## src/rtl/core/unsa_pkg.sv

```systemverilog
// ----------------------------------------------------------------------------
// unsa_pkg
// Types and constants shared by the saturating amount adder.
// ----------------------------------------------------------------------------
package unsa_pkg;

    localparam int UNITS_W    = 64;
    localparam int NANOS_W    = 31;
    localparam int CURRENCY_W = 24;

    typedef logic signed [UNITS_W-1:0]   units_t;
    typedef logic signed [NANOS_W-1:0]   nanos_t;
    typedef logic        [CURRENCY_W-1:0] currency_t;
    typedef logic        [1:0]           status_t;

    // billionths sums: pair sum, and after the sign fix-up
    typedef logic signed [NANOS_W:0]     nsum_t;
    typedef logic signed [NANOS_W+1:0]   nfix_t;

    localparam status_t STATUS_OK       = 2'd0;
    localparam status_t STATUS_MISMATCH = 2'd1;
    localparam status_t STATUS_POS_OVF  = 2'd2;
    localparam status_t STATUS_NEG_OVF  = 2'd3;

    localparam nsum_t  BILLION_S    = nsum_t'(1000000000);
    localparam nsum_t  NEG_BILLION  = nsum_t'(-1000000000);
    localparam nfix_t  BILLION_F    = nfix_t'(1000000000);
    localparam nanos_t NANOS_MAX    = nanos_t'(999999999);
    localparam nanos_t NANOS_MIN    = nanos_t'(-999999999);
    localparam units_t UNITS_MAX    = {1'b0, {(UNITS_W-1){1'b1}}};
    localparam units_t UNITS_MIN    = {1'b1, {(UNITS_W-1){1'b0}}};

endpackage

```

## src/rtl/core/units_nanos_saturating_add_core.sv

```systemverilog
// ----------------------------------------------------------------------------
// units_nanos_saturating_add_core
// Saturating sum of two amounts (whole part, billionths, currency code).
// ----------------------------------------------------------------------------
// Four-stage pipeline: one word is accepted every cycle while the output
// is not stalled; the stages are, in order, billionths sum and whole-part
// sum, carry, sign fix-up, saturation select. A stall at the output backs up
// only the stages that are full, so empty stages keep taking words.
module units_nanos_saturating_add_core
(
    input  logic                clk,
    input  logic                rst_n,
    input  logic                in_valid,
    output logic                in_ready,
    input  unsa_pkg::units_t    a_units,
    input  unsa_pkg::nanos_t    a_nanos,
    input  unsa_pkg::currency_t a_currency,
    input  unsa_pkg::units_t    b_units,
    input  unsa_pkg::nanos_t    b_nanos,
    input  unsa_pkg::currency_t b_currency,
    output logic                out_valid,
    input  logic                out_ready,
    output unsa_pkg::units_t    total_units,
    output unsa_pkg::nanos_t    total_nanos,
    output unsa_pkg::currency_t sum_currency,
    output unsa_pkg::status_t   status
);
    import unsa_pkg::*;

    logic v1_reg, v2_reg, v3_reg, v4_reg;
    logic adv1, adv2, adv3, adv4;

    // stage 1
    nsum_t     nsum1_reg;
    units_t    plain1_reg;
    currency_t cur1_reg;
    logic      match1_reg;
    logic      apos1_reg, aneg1_reg, bpos1_reg, bneg1_reg;
    logic      apos_next, aneg_next, bpos_next, bneg_next;

    // stage 2
    nsum_t     nsum2_reg;
    units_t    usum2_reg;
    logic      pneg2_reg;
    currency_t cur2_reg;
    logic      match2_reg;
    logic      bothpos2_reg, bothneg2_reg;
    nsum_t     nsum2_next;
    units_t    usum2_next;

    // stage 3
    nfix_t     nsum3_reg;
    units_t    usum3_reg;
    logic      pneg3_reg;
    currency_t cur3_reg;
    logic      match3_reg;
    logic      bothpos3_reg, bothneg3_reg;
    nfix_t     nsum3_next;
    units_t    usum3_next;

    // stage 4 (output register)
    units_t    units4_reg, units4_next;
    nanos_t    nanos4_reg, nanos4_next;
    currency_t cur4_reg, cur4_next;
    status_t   status4_reg, status4_next;

    assign adv4     = !v4_reg || out_ready;
    assign adv3     = !v3_reg || adv4;
    assign adv2     = !v2_reg || adv3;
    assign adv1     = !v1_reg || adv2;
    assign in_ready = adv1;

    always_ff @(posedge clk or negedge rst_n)
    begin
        if (!rst_n)
        begin
            v1_reg <= 1'b0;
            v2_reg <= 1'b0;
            v3_reg <= 1'b0;
            v4_reg <= 1'b0;
        end
        else
        begin
            if (adv1)
            begin
                v1_reg <= in_valid;
            end
            if (adv2)
            begin
                v2_reg <= v1_reg;
            end
            if (adv3)
            begin
                v3_reg <= v2_reg;
            end
            if (adv4)
            begin
                v4_reg <= v3_reg;
            end
        end
    end

    // stage 1: operand signs, billionths sum, whole-part sum
    always_comb
    begin
        apos_next = (a_units != '0 && !a_units[UNITS_W-1])
                    || (a_units == '0 && a_nanos > 0);
        aneg_next = a_units[UNITS_W-1] || (a_units == '0 && a_nanos < 0);
        bpos_next = (b_units != '0 && !b_units[UNITS_W-1])
                    || (b_units == '0 && b_nanos > 0);
        bneg_next = b_units[UNITS_W-1] || (b_units == '0 && b_nanos < 0);
    end

    always_ff @(posedge clk)
    begin
        if (adv1)
        begin
            nsum1_reg  <= nsum_t'(a_nanos) + nsum_t'(b_nanos);
            plain1_reg <= a_units + b_units;
            cur1_reg   <= a_currency;
            match1_reg <= (a_currency == b_currency);
            apos1_reg  <= apos_next;
            aneg1_reg  <= aneg_next;
            bpos1_reg  <= bpos_next;
            bneg1_reg  <= bneg_next;
        end
    end

    // stage 2: carry out of the billionths into the whole part
    always_comb
    begin
        nsum2_next = nsum1_reg;
        usum2_next = plain1_reg;
        if (nsum1_reg >= BILLION_S)
        begin
            nsum2_next = nsum1_reg - BILLION_S;
            usum2_next = plain1_reg + units_t'(1);
        end
        else if (nsum1_reg <= NEG_BILLION)
        begin
            nsum2_next = nsum1_reg + BILLION_S;
            usum2_next = plain1_reg - units_t'(1);
        end
    end

    always_ff @(posedge clk)
    begin
        if (adv2)
        begin
            nsum2_reg    <= nsum2_next;
            usum2_reg    <= usum2_next;
            pneg2_reg    <= plain1_reg[UNITS_W-1];
            cur2_reg     <= cur1_reg;
            match2_reg   <= match1_reg;
            bothpos2_reg <= apos1_reg && bpos1_reg;
            bothneg2_reg <= aneg1_reg && bneg1_reg;
        end
    end

    // stage 3: make the signs of whole part and billionths agree
    always_comb
    begin
        nsum3_next = nfix_t'(nsum2_reg);
        usum3_next = usum2_reg;
        if (usum2_reg != '0 && !usum2_reg[UNITS_W-1] && nsum2_reg < 0)
        begin
            usum3_next = usum2_reg - units_t'(1);
            nsum3_next = nfix_t'(nsum2_reg) + BILLION_F;
        end
        else if (usum2_reg[UNITS_W-1] && nsum2_reg > 0)
        begin
            usum3_next = usum2_reg + units_t'(1);
            nsum3_next = nfix_t'(nsum2_reg) - BILLION_F;
        end
    end

    always_ff @(posedge clk)
    begin
        if (adv3)
        begin
            nsum3_reg    <= nsum3_next;
            usum3_reg    <= usum3_next;
            pneg3_reg    <= pneg2_reg;
            cur3_reg     <= cur2_reg;
            match3_reg   <= match2_reg;
            bothpos3_reg <= bothpos2_reg;
            bothneg3_reg <= bothneg2_reg;
        end
    end

    // stage 4: mismatch, saturation, or plain result
    always_comb
    begin
        units4_next  = usum3_reg;
        nanos4_next  = nsum3_reg[NANOS_W-1:0];
        cur4_next    = cur3_reg;
        status4_next = STATUS_OK;
        if (!match3_reg)
        begin
            units4_next  = '0;
            nanos4_next  = '0;
            cur4_next    = '0;
            status4_next = STATUS_MISMATCH;
        end
        else if (bothpos3_reg
                 && (usum3_reg == '0 || usum3_reg[UNITS_W-1]))
        begin
            units4_next  = UNITS_MAX;
            nanos4_next  = NANOS_MAX;
            status4_next = STATUS_POS_OVF;
        end
        else if (bothneg3_reg && (!pneg3_reg || !usum3_reg[UNITS_W-1]))
        begin
            units4_next  = UNITS_MIN;
            nanos4_next  = NANOS_MIN;
            status4_next = STATUS_NEG_OVF;
        end
    end

    always_ff @(posedge clk)
    begin
        if (adv4)
        begin
            units4_reg  <= units4_next;
            nanos4_reg  <= nanos4_next;
            cur4_reg    <= cur4_next;
            status4_reg <= status4_next;
        end
    end

    assign out_valid    = v4_reg;
    assign total_units  = units4_reg;
    assign total_nanos  = nanos4_reg;
    assign sum_currency = cur4_reg;
    assign status       = status4_reg;

endmodule

```

## config.mk

```make
export PLATFORM = sky130hd
export DESIGN_NAME = units_nanos_saturating_add_core
export DESIGN_NICKNAME = d
export VERILOG_FILES = /design/src/rtl/core/unsa_pkg.sv /design/src/rtl/core/units_nanos_saturating_add_core.sv
export SDC_FILE = /design/constraint.sdc
export NUM_CORES = 1
export LEC_CHECK = 0
export BUFFER_PORTS_ARGS = -buffer_cell sky130_fd_sc_hd__clkbuf_2
export CAP_MARGIN = 15
export CORE_MARGIN = 4
export CORE_UTILIZATION = 64
export DETAILED_ROUTE_END_ITERATION = 10
export HOLD_SLACK_MARGIN = 0.1
export PLACE_DENSITY_LB_ADDON = 0.08
export SYNTH_ARGS = -nofsm -noshare
export SYNTH_HDL_FRONTEND = slang
export SYNTH_SLANG_ARGS = --single-unit
export TNS_END_PERCENT = 10
```

## constraint.sdc

```tcl
create_clock -name clk -period 17.8 [get_ports clk]
set_input_delay 3.56 -clock clk [delete_from_list [all_inputs] [get_ports clk]]
set_output_delay 3.56 -clock clk [all_outputs]
set_load 0.1 [all_outputs]
```

Word-level counts from Yosys, hierarchy flattened
Index checks and enable logic that the tools add are counted.
{"block": "op_classes", "add_sub_neg": 10, "magnitude_cmp": 8, "n_mux": 14, "n_reduce_logical": 39, "n_eq_ne": 1, "bitwise": 1}
{"op": "64-bit 2-to-1 mux", "n": 5}
{"op": "64-bit logical NOT", "n": 3}
{"op": "64-bit nonzero test", "n": 3}
{"op": "64-bit by 2-bit adder with 64-bit output, second input constant", "n": 2}
{"op": "64-bit by 2-bit subtractor with 64-bit output, second input constant", "n": 2}
{"op": "31-bit 2-to-1 mux", "n": 3}
{"op": "64-bit adder", "n": 1}
{"op": "32-bit 2-to-1 mux", "n": 2}
{"op": "63-bit 2-to-1 mux", "n": 1}
{"op": "31-bit by 1-bit greater-than comparator with 1-bit output, second input constant", "n": 2}
{"op": "31-bit by 1-bit < comparator with 1-bit output, second input constant", "n": 2}
{"op": "31-bit by 31-bit adder with 32-bit output", "n": 1}
{"op": "32-bit by 31-bit adder with 32-bit output, second input constant", "n": 1}
{"op": "32-bit by 31-bit greater-or-equal comparator with 1-bit output, second input constant", "n": 1}
{"op": "32-bit by 1-bit greater-than comparator with 1-bit output, second input constant", "n": 1}
{"op": "32-bit by 31-bit <= comparator with 1-bit output, second input constant", "n": 1}
{"op": "32-bit by 1-bit < comparator with 1-bit output, second input constant", "n": 1}
{"op": "32-bit by 31-bit subtractor with 32-bit output, second input constant", "n": 1}
{"op": "31-bit adder, second input constant", "n": 1}
{"op": "31-bit subtractor, second input constant", "n": 1}
{"op": "30-bit 2-to-1 mux", "n": 1}
{"op": "24-bit equality test", "n": 1}
{"op": "1-bit logical AND", "n": 13}
{"op": "1-bit logical OR", "n": 10}
{"op": "other kinds (4)", "n": 13}
{"block": "totals", "ff_bits": 497, "word_cells": 105, "in_bits": 242}

Longest topological paths before layout
Gate-level depths: netlist of the first run.
{"block": "logic_depth", "ltp_word": 5, "mapped_depth": 11, "depth_no_buf": 10}

Worst setup path before layout of the first run
No wires, ideal clock.
{"block": "synth_path", "path_type": "in2out", "from": "input out_ready", "to": "output in_ready", "setup_slack_ps": 6157, "t_arrival_ps": 8083, "t_required_ps": 14240, "n_path_buf": 0, "path_stages": 2, "path_cell_list": "nor2b_1 nand4_1"}
{"block": "synth_via", "elab_chain_len": 4}
{"element": "from (decl)", "line": "units_nanos_saturating_add_core.sv:22", "source": "input logic out_ready,"}
{"element": "1-bit logical OR", "line": "units_nanos_saturating_add_core.sv:67", "source": "assign adv4 = !v4_reg || out_ready;"}
{"element": "1-bit logical OR", "line": "units_nanos_saturating_add_core.sv:68", "source": "assign adv3 = !v3_reg || adv4;"}
{"element": "1-bit logical OR", "line": "units_nanos_saturating_add_core.sv:69", "source": "assign adv2 = !v2_reg || adv3;"}
{"element": "1-bit logical OR", "line": "units_nanos_saturating_add_core.sv:70", "source": "assign adv1 = !v1_reg || adv2;"}
{"element": "to (decl)", "line": "units_nanos_saturating_add_core.sv:14", "source": "output logic in_ready,"}
No other way between the ends.

Worst setup path in the final report of the first run
Same ends and word-level chain as after synthesis.

==> impl_metrics.toml, run 1 <==
[cells_and_area]
nNetsFinal = 3322
drive_gt1_frac = 0.163
area_growth_pct = 13.4
final_common_cell = "edfxtp_1"
fin_area_um2 = 32300
diodes = 0
mostFrequentLayoutCells = "493 x edfxtp_1, 364 x clkbuf_2, 275 x nand2_1, 164 x a21oi_1, 151 x nor2_1"
stdcell_count = 3605

[synthesis]
ys_warn_count = 0
ys_seq_area_frac = 0.523
synth_ff_type = "edfxtp_1"
synth_edf_count = 493
avgSynthCellArea_um2 = 10.7
async_reset_ff_frac = 0.00805
synthDistinctLibCells = 78
ys_ff_latch = 497
synthCells = 2661
syn_nets = 3008
synth_area_um2 = 28500

[global_routing]
grt_pass1_vias = 21956
grtUsageTotal = 0.314
antenna_found_initial = 1
grt_pass1_wl_um = 120000
overflow = 0
grt_max_degree = 112

[sta]
fin_worst_skew_ps = 25.6
tightest_slew_ps = 1120
fin_crit_sh = 0.490
timing.fmax_mhz = 115
tns_ps = 0
slew_headroom = 0.253
rsz0062_at_grt = "false"
final_max_slew_viol_count = 0
min_period_ps = 8730
setup_viol = 0
worst_hold_slack_ps = 408
hold_viol_final = 0

[detailed_routing]
drcViolationCount = 0
wl_um = 78100
wl_per_cell_um = 21.7
drtAntennaViolNets = 0
drtPass1Iterations = 6
num_vias = 23486
drtIter0Drc = 3193
routed_via_density = 6.51

[clocking]
numCtsBuffers = 47
cts_resized = 0
clkTransAtPathRegs_ps = 60
hold_buffers = 0
htreeDepth = 2
cts-root-buf = "clkbuf_16"
tritoncts = "done"
post_cts_buffers = 0
clock_sinks = 497
cts_buffer_depth = 3
clkLatencyLatePin_ps = 570

[setup_path]
critical_path.top_delay_family = "simple AND/OR/NAND/NOR gates"
cp_max_fo = 5
critPathLaunchType = "input port"
cp_cell_sequence = "clkbuf_2, nor2b_1, nand4_1, clkbuf_2"
path_buf_inv = 2
arrival_ps = 5170
max_stage_delay_ps = 550
crit_required_ps = 14240
end_kind = "output port"
cp_common_cell = "clkbuf_2"
cp_slowest_cell = "nor2b_1"
critPathKind = "input port to output port"

[placement]
hpwl_um = 58700
gp_congestion = 0.994
dp.cells = 3517
io_buffer_count = 364
post_dp_cell_area_um2 = 30800

[power_and_ir_drop]
ir_drop_mv = 0.100
p_leak_nw = 12.5
powerDensity_nw_per_um2 = 128
power.total_w = 0.00415

[run]
drv_cap = 0

[floorplan]
io_pins = 365
die-width_um = 219
start_util = 0.646
core_um2 = 44100
die_area_um2 = 48000
rows = 77
die_h_um = 219

[worst_hold_path]
hp-class = "flop to flop"

[outcome]
outcome = "finished, final reports clean"
## cell families (layout without fill, tap and decap cells)
logic type      after synthesis  after routing  share of synthesized area
fa+ha+maj                   105            105                     0.0466
mux                           3              3                    0.00105
flops                       497            497                      0.523
compound gates              654            654                      0.150
buf+inv                     166            518                     0.0220
simple gates                965            965                      0.174
xor+xnor                    271            271                     0.0832
## stage by stage
step | setup slack [ps] | utilization
floorplan | 6160 | -
global placement | 9040 | 0.698
detailed placement | 9010 | 0.698
CTS | 9020 | 0.733
global route | 8990 | 0.733
finish | 9070 | 0.733
## where the power goes
| part | total, W | internal, W | switching (W) |
|---|---|---|---|
| combinational | 0.00123 | 0.000340 | 0.000887 |
| sequential | 0.00193 | 0.00166 | 0.000267 |
| clock | 0.000996 | 0.000573 | 0.000424 |
| total | 0.00415 | 0.00257 | 0.00158 |
## final timing paths
check,startpoint,end,slack [ps],depth (start not counted)
max,out_ready,in_ready,9070,4
min,cur1_reg[23]$_DFFE_PP_,cur2_reg[23]$_DFFE_PP_,410,0
max reg2reg,usum2_reg[34]$_DFFE_PP_,usum3_reg[53]$_DFFE_PP_,13500,8
min reg2reg,cur1_reg[23]$_DFFE_PP_,cur2_reg[23]$_DFFE_PP_,410,0
max in group asynchronous,rst_n,v2_reg$_DFFE_PN0P_,14880,1
min in group asynchronous,rst_n,v1_reg$_DFFE_PN0P_,2790,1
## cells in the mapped netlist, types with 8 or more instances
master    number  area share
a211oi_1      17      0.0045
a21boi_0      87       0.023
a21o_1        55       0.014
a21oi_1      165       0.029
a31oi_1       36      0.0079
a41oi_1       10      0.0031
and2_1        38      0.0083
and3_1        38      0.0083
and4_1        19      0.0058
clkbuf_1     109       0.014
edfxtp_1     493        0.52
ha_1         103       0.045
inv_1         52      0.0068
nand2_1      277       0.036
nand2b_1      12      0.0026
nand3_1       62       0.011
nand4_1       76       0.017
nor2_1       151       0.020
nor2b_1       10      0.0022
nor3_1        66       0.012
nor3b_1        8      0.0021
nor4_1       113       0.025
o211ai_1      18      0.0047
o21a_1         8      0.0021
o21ai_0      108       0.019
o21bai_1      23      0.0061
o22ai_1       23      0.0050
o31ai_1       18      0.0047
o32ai_1       24      0.0074
or2_2         17      0.0037
or3_1         25      0.0055
or4_1         28      0.0074
xnor2_1      140       0.043
xor2_1       131       0.040
## area by class of cell
cell class	instances	area, um^2
Fill cell	2932	11800
Clock inverter	26	280
Timing Repair Buffer	379	1940
Sequential cell	497	14900
Clock buffer	61	1250
Inverter	52	198
Tap cell	592	741
Multi-Input combinational cell	1998	13000
## layer usage
metal | part of all wire | wire length, um | up-vias | GRT usage
li1 | - | - | 10838 | -
met1 | 0.42 | 33100 | 11075 | 0.453
met2 | 0.47 | 36300 | 1388 | 0.507
met3 | 0.078 | 6120 | 183 | 0.0343
met4 | 0.032 | 2530 | 2 | 0.0999
met5 | 0.00035 | 27 | - | 0
## worst reg2reg max path: stages, from the launching register on
cell and delay (ps):
edfxtp_1 520, or4_1 610, or3_1 440, nor4_1 560, a21o_1 960, nor2_1 160, a32oi_1 480, nor2_1 120
xor2_1 190
Power figures use the tool's default switching activity.
==> run 2: changes to the inputs <==
--- a/config.mk
+++ b/config.mk
@@ -8,7 +8,7 @@
 export BUFFER_PORTS_ARGS = -buffer_cell sky130_fd_sc_hd__clkbuf_2
 export CAP_MARGIN = 15
 export CORE_MARGIN = 4
-export CORE_UTILIZATION = 64
+export CORE_UTILIZATION = 59
 export DETAILED_ROUTE_END_ITERATION = 10
 export HOLD_SLACK_MARGIN = 0.1
 export PLACE_DENSITY_LB_ADDON = 0.08
==> constraint.sdc (replaced) <==
create_clock -name clk -period 8.7 [get_ports clk]
set_input_delay 1.74 -clock clk [delete_from_list [all_inputs] [get_ports clk]]
set_output_delay 1.74 -clock clk [all_outputs]
set_load 0.1 [all_outputs]
==> run 2 against run 1 <==
Clock skew is 5.7 ps lower. Via count is 1.2% lower. Highest routed layer is now met4. Register-to-register slack worse by 9100 ps.
==> impl_metrics.toml, run 2 (synthesis gave the netlist of run 1 again) <==
[outcome]
outcome = "finished, final reports clean"

[detailed_routing]
num_vias = 23207
wl_um = 78200
drcViolationCount = 0
drtIter0Drc = 2968
wl_per_cell_um = 21.6
drtPass1Iterations = 8
drtAntennaViolNets = 0
routed_via_density = 6.40

[sta]
fin_worst_skew_ps = 19.9
worst_hold_slack_ps = 410
setup_viol = 0
tightest_slew_ps = 1190
min_period_ps = 5000
slew_headroom = 0.205
rsz0062_at_grt = "false"
tns_ps = 0
timing.fmax_mhz = 200
final_max_slew_viol_count = 0
hold_viol_final = 0
fin_crit_sh = 0.575

[clocking]
cts_resized = 0
numCtsBuffers = 48
post_cts_buffers = 0
htreeDepth = 2
clkTransAtPathRegs_ps = 60
clock_sinks = 497
hold_buffers = 0
tritoncts = "done"
clkLatencyLatePin_ps = 580
cts-root-buf = "clkbuf_16"
cts_buffer_depth = 3

[global_routing]
grtUsageTotal = 0.287
overflow = 0
grt_max_degree = 112
antenna_found_initial = 0
grt_pass1_vias = 21924
grt_pass1_wl_um = 121000

[setup_path]
arrival_ps = 3260
critPathKind = "input port to output port"
crit_required_ps = 6960
critPathLaunchType = "input port"
end_kind = "output port"
r2r-start = "usum2_reg[34]$_DFFE_PP_"
r2r_setup_slack_ps = 4440
cp_max_fo = 20
worst-r2r-cell-count = 8
crit_path_start = "out_ready"
r2r-end = "usum3_reg[61]$_DFFE_PP_"

[power_and_ir_drop]
ir_drop_mv = 0.161
powerDensity_nw_per_um2 = 259
power.total_w = 0.00835
p_leak_nw = 12.5

[worst_hold_path]
min_path_cells = 0
hold_start = "cur2_reg[11]$_DFFE_PP_"
hp-class = "flop to flop"
worstHoldEndpoint = "cur3_reg[11]$_DFFE_PP_"

[cells_and_area]
fin_area_um2 = 32300
mostFrequentLayoutCells = "493 x edfxtp_1, 364 x clkbuf_2, 275 x nand2_1, 164 x a21oi_1, 151 x nor2_1"
diodes = 0
nNetsFinal = 3323
seq_area_um2 = 14900
stdcell_count = 3625
fill_cells = 3508
multi_input_area_um2 = 13000
drive_gt1_frac = 0.163
area_growth_pct = 13.2
final_common_cell = "edfxtp_1"

[placement]
dp.cells = 3540
hpwl_um = 60300
post_dp_cell_area_um2 = 30800
io_buffer_count = 364
gp_congestion = 1.01

[floorplan]
rows = 80
core_um2 = 47700
io_pins = 365
die-width_um = 228
start_util = 0.597
die_h_um = 228
die_area_um2 = 51900

[run]
drv_cap = 0
## run 2: changes by cell type in the layout (fill, tap and decap cells not counted)
cell	delta
buf_16	+1
inv_8	+1
clkbuf_1	-5
bufinv_16	-3
clkinv_1	+3
inv_6	-4
clkinv_4	-1
buf_6	-1
clkinvlp_4	+1
clkinv_2	+5
## run 2: per-stage QoR
step	util	worst slack [ps]
after global routing	0.676	3640
after CTS	0.676	3690
after floorplan	-	421
after detailed placement	0.646	3540
after global placement	0.646	3670
final	0.676	3700
## run 2: layout make-up
class / count / area share
Inverter: 52 / 0.00612
Multi-Input combinational cell: 1998 / 0.404
Timing Repair Buffer: 379 / 0.0605
Clock buffer: 56 / 0.0381
Tap cell: 615 / 0.0238
Sequential cell: 497 / 0.462
Clock inverter: 28 / 0.00624
## run 2: critical path: stages
cell	delay, ps
clkbuf_2	80
nor2b_1	520
nand4_1	180
buf_4	280
clkbuf_2	420
## run 2: metal layers
metal  GRT usage  wire, um
met1       0.410     34100
met4      0.0815      2360
met2       0.468     35800
met5           0         0
met3      0.0375      5860
## run 2: worst max-delay path by stage
stage,to,slack [ps],cells past startpoint
2_1_floorplan,aneg1_reg$_DFFE_PP_,420,2
3_3_place_gp,plain1_reg[53]$_DFFE_PP_,3670,10
3_5_place_dp,plain1_reg[53]$_DFFE_PP_,3540,10
4_1_cts,in_ready,3690,5
5_1_grt,in_ready,3640,5
6_report,in_ready,3700,5
## run 2: power breakdown
part	total, W	switching, W	internal, W
clock	0.00192	0.000849	0.00107
combinational	0.00250	0.00180	0.000699
sequential	0.00393	0.000536	0.00339
total	0.00835	0.00319	0.00516
